File: src/hdl/shell_line_editor_top_macros.svh
// Assertion macros for the shell line editor.
// Used by shell_line_editor_top; needs no other file.
`ifndef SHELL_LINE_EDITOR_TOP_MACROS_SVH
`define SHELL_LINE_EDITOR_TOP_MACROS_SVH

`ifndef SYNTHESIS
// Check a property on the rising clock edge, quiet while reset is high.
`define SLE_ASSERT(label, clk, rst, prop) \
   label: assert property (@(posedge clk) disable iff (rst) prop) \
      else $error("shell line editor check failed");
// Check a property on every rising clock edge, reset included.
`define SLE_ASSERT_ALWAYS(label, clk, prop) \
   label: assert property (@(posedge clk) prop) \
      else $error("shell line editor check failed");
`else
`define SLE_ASSERT(label, clk, rst, prop)
`define SLE_ASSERT_ALWAYS(label, clk, prop)
`endif

`endif

File: src/hdl/sle_pkg.sv
// Shared types and constants of the shell line editor.
// Used by sle_decode, shell_line_editor_top, sle_checker and tb_top; depends on nothing.
package sle_pkg;

   localparam int SLE_LINE_DEPTH = 128;
   localparam int SLE_TAB_SPACES = 4;
   // results per item never exceed four (a tab at the default TAB_SPACES)
   localparam int SLE_CNT_W      = 4;

   localparam logic [7:0] CH_BS    = 8'h08;
   localparam logic [7:0] CH_TAB   = 8'h09;
   localparam logic [7:0] CH_LF    = 8'h0A;
   localparam logic [7:0] CH_CR    = 8'h0D;
   localparam logic [7:0] CH_SPACE = 8'h20;
   localparam logic [7:0] CH_DEL   = 8'h7F;

   typedef enum logic [4:0] {
      OP_NONE = 5'b00001,
      OP_CHAR = 5'b00010,
      OP_DEL  = 5'b00100,
      OP_TAB  = 5'b01000,
      OP_EOL  = 5'b10000
   } sle_op_type;

   typedef struct packed {
      sle_op_type           op;
      logic [SLE_CNT_W-1:0] count;
   } sle_dec_type;

endpackage

File: src/hdl/sle_decode.sv
// Byte classifier of the shell line editor: picks the operation and result count.
// Depends on sle_pkg.
module sle_decode
   import sle_pkg::*;
#(
   parameter int LINE_DEPTH = SLE_LINE_DEPTH,
   parameter int TAB_SPACES = SLE_TAB_SPACES,
   localparam int FILL_W    = $clog2(LINE_DEPTH + 1)
) (
   input  logic [7:0]        rx_byte,
   input  logic              program_running,
   input  logic [FILL_W-1:0] fill_count,
   output sle_dec_type       dec
);

   localparam logic [FILL_W:0] DEPTH_X = (FILL_W + 1)'(LINE_DEPTH);
   localparam logic [FILL_W:0] TAB_X   = (FILL_W + 1)'(TAB_SPACES);

   logic [FILL_W:0] fill_x;
   logic            allowed;

   assign fill_x  = {1'b0, fill_count};
   assign allowed = rx_byte inside {[8'h41:8'h5A], [8'h61:8'h7A], [8'h30:8'h39],
                                    8'h5F, 8'h2D, 8'h2E, CH_SPACE};

   always_comb begin
      dec.op    = OP_NONE;
      dec.count = '0;
      if (!program_running) begin
         if (allowed) begin
            if (fill_x < DEPTH_X) begin
               dec.op    = OP_CHAR;
               dec.count = SLE_CNT_W'(1);
            end
         end else if (rx_byte == CH_BS || rx_byte == CH_DEL) begin
            if (fill_count != '0) begin
               dec.op    = OP_DEL;
               dec.count = SLE_CNT_W'(3);
            end
         end else if (rx_byte == CH_TAB) begin
            // all spaces or none
            if (fill_x + TAB_X <= DEPTH_X) begin
               dec.op    = OP_TAB;
               dec.count = SLE_CNT_W'(TAB_SPACES);
            end
         end else if (rx_byte == CH_LF || rx_byte == CH_CR) begin
            dec.op    = OP_EOL;
            dec.count = SLE_CNT_W'(1);
         end
      end
   end

endmodule

File: src/hdl/shell_line_editor_top.sv
// Top level of the shell line editor: fill counter, line memory and result sequencer.
// Depends on sle_pkg, sle_decode and shell_line_editor_top_macros.svh.
//
// Use: terminal bytes arrive on the req_ channel (valid/ready, req_rx_byte).
// Each item yields zero to four result items on the rsp_ channel: the echo of
// a stored character, backspace-space-backspace for a delete, TAB_SPACES
// spaces for a tab, or one line-done item carrying the line length for CR/LF.
// rsp_last_result marks the final result of each input item.
// csr_wr_en with csr_wr_data writes program_running; while set, every byte is
// taken and dropped. Write it only while the block is idle.
// Path: an accepted item is loaded into the sequencer registers; each result
// is then registered in the output register before it shows on rsp_valid.
// Throughput: the sequencer emits one result a cycle while the output register
// is free, writing one line memory entry a cycle for a stored character or tab
// space: one result for a character or end of line, 3 for a delete, TAB_SPACES for a tab.
// Stall: the output register holds its item while rsp_ready is low; the
// sequencer then waits, and req_ready stays low until the current item's
// last result moves into the output register. A new item is taken in that
// same cycle, so req_ready follows rsp_ready while the last result waits.
// Reset (synchronous, active high) clears the fill count, the sequencer,
// the output valid and program_running. The line memory is not cleared.
module shell_line_editor_top
   import sle_pkg::*;
#(
   parameter int LINE_DEPTH = SLE_LINE_DEPTH,
   parameter int TAB_SPACES = SLE_TAB_SPACES
) (
   input  logic       clock,
   input  logic       reset,
   // input item channel
   input  logic       req_valid,
   output logic       req_ready,
   input  logic [7:0] req_rx_byte,
   // result item channel
   output logic       rsp_valid,
   input  logic       rsp_ready,
   output logic       rsp_echo_valid,
   output logic [7:0] rsp_echo_byte,
   output logic       rsp_line_done,
   output logic [7:0] rsp_line_length,
   output logic       rsp_last_result,
   // configuration
   input  logic       csr_wr_en,
   input  logic       csr_wr_data
);

`include "shell_line_editor_top_macros.svh"

   localparam int FILL_W = $clog2(LINE_DEPTH + 1);
   localparam int ADDR_W = $clog2(LINE_DEPTH);

   // control state
   logic                 program_running_ff, program_running_in;
   logic [FILL_W-1:0]    fill_count_ff, fill_count_in;
   sle_op_type           seq_op_ff, seq_op_in;
   logic [SLE_CNT_W-1:0] seq_cnt_ff, seq_cnt_in;
   logic                 rsp_valid_ff, rsp_valid_in;

   // payload of the item in the sequencer
   logic [7:0]           seq_char_ff, seq_char_in;
   logic [FILL_W-1:0]    seq_len_ff, seq_len_in;
   logic [FILL_W-1:0]    wr_ptr_ff, wr_ptr_in;

   // output register payload
   logic                 rsp_echo_valid_ff, rsp_echo_valid_in;
   logic [7:0]           rsp_echo_byte_ff, rsp_echo_byte_in;
   logic                 rsp_line_done_ff, rsp_line_done_in;
   logic [7:0]           rsp_line_length_ff, rsp_line_length_in;
   logic                 rsp_last_result_ff, rsp_last_result_in;

   // line memory, written only
   logic [7:0]           line_mem [LINE_DEPTH];
   logic                 mem_we;
   logic [7:0]           mem_wdata;

   sle_dec_type          dec;
   logic                 accept;
   logic                 emit;
   logic [FILL_W+7:0]    len_ext;

   sle_decode #(
      .LINE_DEPTH(LINE_DEPTH),
      .TAB_SPACES(TAB_SPACES)
   ) u_decode (
      .rx_byte         (req_rx_byte),
      .program_running (program_running_ff),
      .fill_count      (fill_count_ff),
      .dec             (dec)
   );

   // advance when a result is pending and the output register is free
   assign emit      = (seq_cnt_ff != '0) && (!rsp_valid_ff || rsp_ready);
   // take a new item once the last result of the current one leaves the sequencer
   assign req_ready = (seq_cnt_ff == '0) || ((seq_cnt_ff == SLE_CNT_W'(1)) && emit);
   assign accept    = req_valid && req_ready;
   // line length is the count masked to eight bits
   assign len_ext   = {8'b0, seq_len_ff};

   always_comb begin
      program_running_in = csr_wr_en ? csr_wr_data : program_running_ff;

      fill_count_in = fill_count_ff;
      seq_op_in     = seq_op_ff;
      seq_cnt_in    = seq_cnt_ff;
      seq_char_in   = seq_char_ff;
      seq_len_in    = seq_len_ff;
      wr_ptr_in     = wr_ptr_ff;

      rsp_valid_in       = rsp_valid_ff;
      rsp_echo_valid_in  = rsp_echo_valid_ff;
      rsp_echo_byte_in   = rsp_echo_byte_ff;
      rsp_line_done_in   = rsp_line_done_ff;
      rsp_line_length_in = rsp_line_length_ff;
      rsp_last_result_in = rsp_last_result_ff;

      mem_we    = 1'b0;
      mem_wdata = CH_SPACE;

      // drop the output item once taken
      if (rsp_valid_ff && rsp_ready) begin
         rsp_valid_in = 1'b0;
      end

      if (emit) begin
         rsp_valid_in       = 1'b1;
         rsp_echo_valid_in  = 1'b1;
         rsp_echo_byte_in   = CH_SPACE;
         rsp_line_done_in   = 1'b0;
         rsp_line_length_in = '0;
         rsp_last_result_in = (seq_cnt_ff == SLE_CNT_W'(1));
         seq_cnt_in         = seq_cnt_ff - SLE_CNT_W'(1);
         case (seq_op_ff)
            OP_CHAR: begin
               rsp_echo_byte_in = seq_char_ff;
               mem_we           = 1'b1;
               mem_wdata        = seq_char_ff;
            end
            OP_TAB: begin
               mem_we = 1'b1;
            end
            OP_DEL: begin
               // backspace, space, backspace
               rsp_echo_byte_in = (seq_cnt_ff == SLE_CNT_W'(2)) ? CH_SPACE : CH_BS;
            end
            OP_EOL: begin
               rsp_echo_valid_in  = 1'b0;
               rsp_echo_byte_in   = '0;
               rsp_line_done_in   = 1'b1;
               rsp_line_length_in = len_ext[7:0];
            end
            default: begin
               rsp_echo_byte_in = '0;
            end
         endcase
         if (mem_we) begin
            wr_ptr_in = wr_ptr_ff + FILL_W'(1);
         end
      end

      // accept comes at the latest with the last emit of the current item;
      // load the new item over the sequencer state the emit left behind
      if (accept) begin
         seq_op_in   = dec.op;
         seq_cnt_in  = dec.count;
         seq_char_in = req_rx_byte;
         seq_len_in  = fill_count_ff;
         wr_ptr_in   = fill_count_ff;
         case (dec.op)
            OP_CHAR: fill_count_in = fill_count_ff + FILL_W'(1);
            OP_DEL:  fill_count_in = fill_count_ff - FILL_W'(1);
            OP_TAB:  fill_count_in = fill_count_ff + FILL_W'(TAB_SPACES);
            OP_EOL:  fill_count_in = '0;
            default: fill_count_in = fill_count_ff;
         endcase
      end
   end

   always_ff @(posedge clock) begin
      if (reset) begin
         program_running_ff <= 1'b0;
         fill_count_ff      <= '0;
         seq_op_ff          <= OP_NONE;
         seq_cnt_ff         <= '0;
         rsp_valid_ff       <= 1'b0;
      end else begin
         program_running_ff <= program_running_in;
         fill_count_ff      <= fill_count_in;
         seq_op_ff          <= seq_op_in;
         seq_cnt_ff         <= seq_cnt_in;
         rsp_valid_ff       <= rsp_valid_in;
      end
   end

   always_ff @(posedge clock) begin
      seq_char_ff        <= seq_char_in;
      seq_len_ff         <= seq_len_in;
      wr_ptr_ff          <= wr_ptr_in;
      rsp_echo_valid_ff  <= rsp_echo_valid_in;
      rsp_echo_byte_ff   <= rsp_echo_byte_in;
      rsp_line_done_ff   <= rsp_line_done_in;
      rsp_line_length_ff <= rsp_line_length_in;
      rsp_last_result_ff <= rsp_last_result_in;
   end

   // one entry written per stored character or tab space
   always_ff @(posedge clock) begin
      if (mem_we) begin
         line_mem[wr_ptr_ff[ADDR_W-1:0]] <= mem_wdata;
      end
   end

   assign rsp_valid       = rsp_valid_ff;
   assign rsp_echo_valid  = rsp_echo_valid_ff;
   assign rsp_echo_byte   = rsp_echo_byte_ff;
   assign rsp_line_done   = rsp_line_done_ff;
   assign rsp_line_length = rsp_line_length_ff;
   assign rsp_last_result = rsp_last_result_ff;

   // the fill count never passes the line depth
   `SLE_ASSERT(a_fill_bound, clock, reset, fill_count_ff <= FILL_W'(LINE_DEPTH))
   // a result that is not the last leaves more of its item in the sequencer
   `SLE_ASSERT(a_more_pending, clock, reset,
      (rsp_valid_ff && !rsp_last_result_ff) |-> (seq_cnt_ff != '0))
   // an item taken while a program runs starts no results
   `SLE_ASSERT(a_running_quiet, clock, reset,
      (accept && program_running_ff) |=> (seq_cnt_ff == '0))
   // each result is either an echo or a line end, never both
   `SLE_ASSERT(a_kind_exclusive, clock, reset,
      rsp_valid_ff |-> (rsp_echo_valid_ff != rsp_line_done_ff))

endmodule

File: config.mk
export PLATFORM = sky130hd
export DESIGN_NAME = shell_line_editor_top
export DESIGN_NICKNAME = d
export VERILOG_FILES = /design/src/hdl/sle_pkg.sv /design/src/hdl/sle_decode.sv /design/src/hdl/shell_line_editor_top.sv
export VERILOG_INCLUDE_DIRS = /design/src /design/src/hdl
export SDC_FILE = /design/constraint.sdc
export NUM_CORES = 1
export LEC_CHECK = 0
export ABC_AREA = 1
export ABC_CLOCK_PERIOD_IN_PS = 4000
export BUFFER_PORTS_ARGS = -buffer_cell sky130_fd_sc_hd__buf_2
export CAP_MARGIN = 20
export CORE_MARGIN = 1.5
export CORE_UTILIZATION = 41
export CTS_BUF_LIST = sky130_fd_sc_hd__clkbuf_16
export CTS_CLUSTER_SIZE = 14
export DETAILED_ROUTE_END_ITERATION = 8
export MAX_ROUTING_LAYER = met4
export SLEW_MARGIN = 20
export SYNTH_ARGS = -nofsm -noshare
export SYNTH_HDL_FRONTEND = slang
export SYNTH_SLANG_ARGS = --single-unit
File: constraint.sdc
create_clock -name clock -period 4 [get_ports clock]
set_input_delay 1.2 -clock clock [delete_from_list [all_inputs] [get_ports clock]]
set_output_delay 1.2 -clock clock [all_outputs]
set_load 0.1 [all_outputs]
Word level (Yosys, flattened, before mapping). Index checks and enable logic that the tools add are counted.

Bits in registers: 54. Logic and storage cells: 81. Output and inout port bits: 21.

$lt $le $gt $ge: 8. Reduce and logical (&&, ||, !) cells: 20. Add/sub/neg operators: 5. Equal/unequal tests: 19. Mux-type cells: 17.

Operators by type and width (count): $mux W9 (5); $eq A8 B4 Y1 const B (4); $pmux W8 S4 (1); $eq A8 B6 Y1 const B (3); $pmux W8 S3 (1); $eq A8 B7 Y1 const B (2); $ge A8 B7 Y1 const B (2); $le A8 B7 Y1 const B (2); $mux W6 (2); $eq A5 B2 Y1 const B (2); $eq A5 B3 Y1 const B (2); $eq A5 B4 Y1 const B (2); $eq A5 B5 Y1 const B (2); $add A8 B3 Y9 const B (1); $le A9 B8 Y1 const B (1); $add A8 B1 Y8 const B (1); $add A8 B3 Y8 const B (1); $ge A8 B6 Y1 const B (1); $le A8 B6 Y1 const B (1); $lt A8 B8 Y1 const B (1); $mux W4 (2); $mux W8 (1); $reduce_bool A4 Y1 (2); $reduce_bool A8 Y1 (1); 13 further kinds (26).

Logic depth before layout (Yosys ltp). Gate-level depths: netlist of run 1.

Word-level depth: 10. Mapped depth: 20. Depth with buffers taken out: 20.

Hierarchy. A second synthesis of run 1 with hierarchy kept.

Cells, all modules: 397. Area total of the unflattened synthesis: 3145.5 um2.

By module, submodules not included: shell_line_editor_top (area each 2696.3 um2, cells an instance 299, instances 1); sle_decode (area each 449.2 um2, cells an instance 98, instances 1).

Worst setup path before layout of run 1. Ideal clock, no wire load.

Path kind: in2reg. Start: input port req_rx_byte[1]. End: register fill_count_ff[6]. Library setup time: 0.068 ns. Cell stages on the path: 18. Path slack: 0.630 ns. Data required time: 3.932 ns. Data arrival time: 3.302 ns. Cell sequence: nor2_1 -> nor2_1 -> nand2_1 -> nand2_1 -> nand2_1 -> inv_1 -> nor2_1 -> nand3_1 -> nor2_1 -> inv_1 -> fa_1 -> nor3_1 -> nor2_1 -> xnor2_1 -> nand3_1 -> nand2_1 -> nand2_1 -> a21oi_2.

Longest elaborated chain between the ends: 10. Elaborated cells on any way between the ends: 33.

Ends and longest elaborated chain: start, declared (RTL line shell_line_editor_top.sv:33) `input logic [7:0] req_rx_byte,`; parallel branches: the longest is 5 deep, another holds $ge A8 B7 Y1; $mux W9 * (RTL line sle_decode.sv:30) `if (allowed) begin`; $mux W9 * (RTL line sle_decode.sv:29) `if (!program_running) begin`; $eq A5 B5 Y1, or another cell as far along (RTL line shell_line_editor_top.sv:168) `case (dec.op)`; $reduce_bool A4 Y1 (no line); $reduce_and A2 Y1 (no line); end signal, assigned (RTL line shell_line_editor_top.sv:187) `fill_count_ff <= fill_count_in;`; end, declared (RTL line shell_line_editor_top.sv:54) `logic [FILL_W-1:0] fill_count_ff, fill_count_in;`.

Every way passes the cells marked *. A chain may end at the register's enable or synchronous reset.

Worst setup path after layout of run 1.
Start: input port req_rx_byte[0]. End: register fill_count_ff[6].

Same word-level chain as after synthesis.

==> results.md, run 1 <==
* Clk Latency, worst-skew pair at ~0.28 ns
* Final WL at 5880 um
* WL met2 at around 2700 um
* Worst Path Buf+Inv at 4
* Final net count at 430
* CTS Sinks at 54
* Hold_sp: seq_op_ff[1]
* LEAKAGE at roughly 1.5 nW
* Die area at roughly 0.0080 mm^2
* Seq/Total Area, Yosys at 0.470
* Worst setup SP type: primary input
* Total CTS buffers at 5
* Vias in the first global route at between 2000 and 2500
* Clock Skew at between 0.003 and 0.004 ns
* Final setup vio count at 0
* Yosys warns at 0
* Area contributors post-synth: edfxtp_1 35%, dfxtp_1 12%, nand2_1 9.1%
* Synth-to-Final Area Change at 14.3%
* Final core occ at 0.483
* H-tree depth at 2
* Post-Layout Cell Count at 503
* Hold Path Class: reg2reg
* Hold Violations, Final at 0
* Peak supply drop at around 320 uV
* IO buf count at 34
* Final hold slack at around 0.52 ns
* CP Class: in2reg
* Initial detailed-routing violation count at roughly 110
* Placed cells at approximately 500
* RD Place Congestion at 0.894
* Routed Antenna Nets at 0
* Slowest stage delay, CP at between 0.4 and 0.5 ns
* Post-synth EDFFs at 35
* Layout cells sized above 1 at 0.181
* Dpl ws at 0.343 ns
* Hold endpoint: seq_op_ff[1]
* Placed Area at approximately 0.0033 mm^2
* Power density over the cells at about 750 mW/mm^2
* PostCTS Resize Cnt at 0
* Maximum clock path buffer count at 2
* Vias/cell at ~4.7
* Max-cap violations at 0
* Mapped Cells at about 360
* Cell Rows at 31
* Routed length on met1 at 2880 um
* Synth Cell Area at roughly 0.0030 mm^2
* GRT Util Overall at 0.173
* Avg Inst Size Synth at 8.39 um^2
* Top FF cell, synth: edfxtp_1
* Max-slew headroom at 0.470
* Reg2Reg Depth at 15
* Cell family with most CP delay: simple AND/OR/NAND/NOR gates
* Reg-to-Reg End: fill_count_ff[6]
* Most frequent cell after synthesis: nand2_1
* Ordered cell list for the critical path: buf_2, nor2_1, nor2_1, nand2_1, nand2_1, nand2_1, inv_1, nor2_1, nand3_1, nor2_1, buf_4, inv_1, fa_1, nor3_1, nor2_1, xnor2_1, nand3_1, nand2_1, nand2_1, a21oi_2
* Reg2reg start: fill_count_ff[2]
* Fin. max-slew vios at 0
* Root Driver: clkbuf_16
* Cell area after layout at ~0.0035 mm^2
* Crit-path slowest cell: fa_1
* Grt total ovfl at 0
* Initial antenna violation count at 0
* Worst-Margin Slew at ~0.8 ns
* Synth top cells by count: 74 x nand2_1, 58 x inv_1, 53 x nor2_1
* Pin count of the biggest net entering global routing at 23
* Total power at 2.59 mW
* Top cell type's share of synthesized area at 0.345
* Async S/R FF share, synth at 0
* Avg WL per Cell at approximately 12 um
* Layout fillers at 732
* R2R setup slack at approximately 1.3 ns
* Die Y-Extent at about 89 um
* Cells on Worst Hold Path at 2
* I/O pin total at 35
* Final setup margin at between 0.6 and 0.7 ns
* Core area at between 0.007 and 0.008 mm^2
* Achievable Freq at around 300 MHz
* DRC viols at 0
* DR vias at 2361
* Worst-path clk slew at ~0.070 ns
* Post-CTS Setup Inserts at 0
* RSZ-0062 raised after global routing: false
* Hold Buf Count CTS at 0
* CTS tree: yes
* Syn Nets at 390
* Final worst path period share at 0.841
* WL met3 at between 150 and 200 um
* First-pass GRT wire length at between 10000 and 15000 um
* Status: complete, no violations
* Worst Path Required at around 4.2 ns
* Synth unique cells at 37
* Antenna cells at 0
* Die X at about 89 um
* Post-synthesis register bit count at 54
* Synth area leader: edfxtp_1
* CP Capture Type: flip-flop
* TNS Setup at 0 ns
* CP arrival at 3.59 ns
* Post-DP HPWL at approximately 4600 um
* Crit-path max FO at 8
* Initial Util at 0.422
* Uppermost layer routed: met4
* Min Tclk post-route at 3.37 ns
* Router iterations before antenna repair at 5
-- layout by cell type (no fill, tap or decap), types with 4 or more instances in the layout --
master	instances
ha_1	12
inv_1	58
nor2_1	53
edfxtp_1	35
nand4_1	5
nand3_1	20
nand3_2	4
nand2_2	6
a21oi_2	5
dfxtp_1	19
o21ai_0	13
clkbuf_16	5
nand2_1	74
buf_2	34
xor2_1	8
a21oi_1	10
-- layer usage --
layer  global-route usage  vias to the layer above
met5                    -                        -
met4               0.0797                        0
met3               0.0286                        6
met2                0.258                       46
met1                0.231                     1048
li1                     -                     1261
-- cell type report --
cell class | instances | area [um^2] | share of cell area
tap | 99 | 124 | 0.0356
inverter | 63 | 236 | 0.0679
timing repair buffer | 35 | 178 | 0.0510
clock inverter | 3 | 21.3 | 0.00611
clock buffer | 5 | 125 | 0.0359
multi-input combinational | 244 | 1370 | 0.392
sequential | 54 | 1430 | 0.411
-- logic make-up (layout without fill, tap and decap cells) --
family,count (synthesis),after routing,share of synthesized area
fa+ha+maj,13,13,0.0559
xor+xnor,10,10,0.0288
buf+inv,65,106,0.0813
compound gates,41,41,0.0818
flops,54,54,0.470
simple gates,180,180,0.282
-- worst register-to-register path, cell delays in order (launching register included) --
cell and delay, ns:
dfxtp_1 0.51, inv_1 0.10, ha_1 0.20, nand4_1 0.21, nand2_1 0.09, nor2_1 0.10, buf_4 0.17, inv_1 0.06
fa_1 0.43, nor3_1 0.22, nor2_1 0.08, xnor2_1 0.16, nand3_1 0.09, nand2_1 0.07, nand2_1 0.07, a21oi_2 0.11
-- worst max path at each step --
stage | startpoint | to | slack, ns | depth (start not counted)
after detailed placement | req_rx_byte[0] | fill_count_ff[6] | 0.34 | 20
after CTS | req_rx_byte[0] | fill_count_ff[6] | 0.64 | 20
final | req_rx_byte[0] | fill_count_ff[6] | 0.63 | 20
after global placement | req_rx_byte[1] | fill_count_ff[6] | 0.38 | 18
after global routing | req_rx_byte[0] | fill_count_ff[6] | 0.34 | 20
after floorplan | req_rx_byte[1] | fill_count_ff[6] | 0.63 | 18
-- state kept, by name, indices dropped and copies added, names as in the netlist --
name                cells
seq_char_ff             8
rsp_valid               1
rsp_echo_byte           8
program_running_ff      1
seq_len_ff              8
rsp_last_result         1
seq_cnt_ff              4
rsp_line_done           1
fill_count_ff           8
rsp_line_length         8
rsp_echo_valid          1
seq_op_ff               5
-- power breakdown --
group / internal (mW) / total (mW) / switching [mW]
Sequential: 0.821 / 0.883 / 0.0625
Clock: 0.232 / 0.423 / 0.191
Combinational: 0.188 / 1.29 / 1.10
Power figures use the tool's default switching activity.
==> run 2, diff against run 1 <==
ABC_CLOCK_PERIOD_IN_PS = 3430   (was 4000)
clock period = 3.43 ns   (was 4 ns; I/O delays follow)
==> run 2 against run 1 <==
Clock skew is essentially flat. First-iteration DRC count is 22% higher. Register-to-register slack worse by 0.52 ns. Critical path depth stayed put. Clock power increased by 31%.
==> results.md, run 2 (synthesis results as in run 1) <==
* Router iterations before antenna repair at 5
* Crit-path slowest cell: ha_1
* Die X at a little under 90 um
* TNS Setup at 0 ns
* Most frequent CP cell: nand2_1
* Final setup vio count at 0
* Pin count of the biggest net entering global routing at 23
* Antenna cells at 0
* Grt met2 use at 0.256
* Final worst path period share at 0.910
* Placed cells at 496
* First-pass GRT wire length at 9760 um
* Routed Antenna Nets at 0
* Final net count at between 400 and 500
* Worst Path Required at 3.65 ns
* Avg WL per Cell at 11.8 um
* LEAKAGE at between 1.5 and 2 nW
* Die area at 0.00795 mm^2
* Grt total ovfl at 0
* Initial Util at 0.422
* Core area at slightly above 0.007 mm^2
* Clk Latency, worst-skew pair at approximately 0.28 ns
* Hold Path Class: reg2reg
* Achievable Freq at approximately 320 MHz
* Hold_sp: seq_op_ff[2]
* H-tree depth at 2
* Worst setup SP type: primary input
* Root Driver: clkbuf_16
* CP Depth at 20
* Power share of the clock group at 0.180
* Post-Layout Cell Count at roughly 500
* Total CTS buffers at 5
* Cells on Worst Hold Path at 2
* Min Tclk post-route at ~3.1 ns
* Met1 Use GR at 0.225
* Most frequent cells in the layout: 74 x nand2_1, 59 x inv_1, 52 x nor2_1, 35 x edfxtp_1, 34 x buf_2
* Vias in the first global route at 2079
* Worst-Margin Slew at around 0.78 ns
* CP arrival at between 3 and 4 ns
* Psw at 1.57 mW
* Vias/cell at roughly 4.7
* Final WL at just under 6000 um
* Reg-to-Reg End: fill_count_ff[6]
* Commonest non-fill, non-tap cell in the layout: nand2_1
* Cell family with most CP delay: simple AND/OR/NAND/NOR gates
* Seq pwr share at 0.334
* Layout cells sized above 1 at 0.183
* CP Capture Type: flip-flop
* CTS Sinks at 54
* DRC viols at 0
* Post-DP HPWL at 4600 um
* Power density over the cells at around 900 mW/mm^2
* Worst Path Buf+Inv at 3
* Reg2Reg Depth at 15
* Most Crowded Layer GR: met2
* IO buf count at 34
* RD Place Congestion at slightly below 0.9
* Initial detailed-routing violation count at 133
* Maximum clock path buffer count at 2
* R2R setup slack at between 0.7 and 0.8 ns
* GR Util met3 at 0.0194
* Fin. max-slew vios at 0
* Max-slew headroom at 0.477
* DR vias at between 2000 and 2500
* Layout fillers at 721
* Initial antenna violation count at 0
* Switch share at 0.508
* Post-CTS Setup Inserts at 0
* Final hold slack at approximately 0.52 ns
* Die Y-Extent at approximately 90 um
* Peak supply drop at ~380 uV
* RSZ-0062 raised after global routing: false
* Worst-path clk slew at roughly 0.070 ns
* Hold endpoint: seq_op_ff[2]
* Crit-path max FO at 8
* Combinational power share at 0.486
* Status: complete, no violations
* GRT Util Overall at 0.164
* CP Class: in2reg
* Internal cell power at ~1.5 mW
* I/O pin total at 35
* Hold Violations, Final at 0
* Max-cap violations at 0
* Synth-to-Final Area Change at 15.3%
* Clock Skew at around 0.0043 ns
* Cell Rows at 31
* Reg2reg start: fill_count_ff[2]
* CTS tree: yes
* Slowest stage delay, CP at ~0.38 ns
* Ordered cell list for the critical path: buf_2, inv_1, nand2_1, nor2_1, nand3_1, nand2_1, nand2_2, nand3_1, nor2_1, buf_4, ha_1, nand2_1, nand2_1, nand2_1, nand3_1, xor2_1, nand3_1, o21ai_0, nand2_1, a21oi_2
## run 2: cell types whose count changed in the layout (fill, tap and decap cells not counted), sizes merged
| cell | delta |
|---|---|
| buf | +1 |
| bufinv | +1 |
| clkinv | -2 |
| inv | +1 |
## run 2: stage by stage
stage | cell area [um^2] | worst slack, ns | power, mW | util
2_1_floorplan | 3050 | 0.231 | 2.32 | -
3_3_place_gp | 3340 | 0.104 | 2.55 | 0.463
3_5_place_dp | 3340 | 0.0217 | 2.55 | 0.463
4_1_cts | 3510 | 0.296 | 3.11 | 0.486
5_1_grt | 3510 | 0.0326 | 3.25 | 0.487
6_report | 3510 | 0.309 | 3.09 | 0.487
## run 2: worst max-delay path by stage
stage / startpoint / endpoint / slack [ns]
2_1_floorplan: req_rx_byte[1] / fill_count_ff[6] / 0.23
6_report: req_rx_byte[7] / fill_count_ff[5] / 0.31
5_1_grt: req_rx_byte[1] / fill_count_ff[6] / 0.03
4_1_cts: req_rx_byte[1] / fill_count_ff[6] / 0.30
3_3_place_gp: req_rx_byte[0] / fill_count_ff[6] / 0.10
3_5_place_dp: req_rx_byte[1] / fill_count_ff[6] / 0.02
## run 2: area by class of cell
cell class | instances | area, um^2 | share of cell area
clock buffers | 5 | 125 | 0.0356
well taps | 99 | 124 | 0.0353
inverters | 63 | 236 | 0.0673
clock inverters | 3 | 41.3 | 0.0118
flip-flops and latches | 54 | 1430 | 0.408
repair buffers | 36 | 185 | 0.0527
multi-input cells | 244 | 1370 | 0.390
## run 2: tightest hold or removal path, stage by stage, from the launching register on
cell and delay, ns:
dfxtp_1 0.33, inv_1 0.07, o21ai_0 0.08
## run 2: metal layers
layer / vias up / part of all wire
li1: 1257 / -
met1: 1055 / 0.50
met2: 65 / 0.45
met3: 8 / 0.037
met4: 0 / 0.016
met5: - / 0
## run 2: power groups by stage
stage | combinational, mW | sequential (mW) | clock (mW)
6_report | 1.50 | 1.03 | 0.555
5_1_grt | 1.60 | 1.06 | 0.595
4_1_cts | 1.51 | 1.03 | 0.567
3_5_place_dp | 1.51 | 1.05 | 0
3_3_place_gp | 1.50 | 1.04 | 0
2_1_floorplan | 0.507 | 1.81 | 0
## run 2: repair_timing
| action | in CTS | in global routing |
|---|---|---|
| endpoints found under the setup margin | 0 | 1 |
| endpoints found under the hold margin | 0 | 0 |
| hold buffers | 0 | 0 |
| gates resized for setup | 0 | 1 |
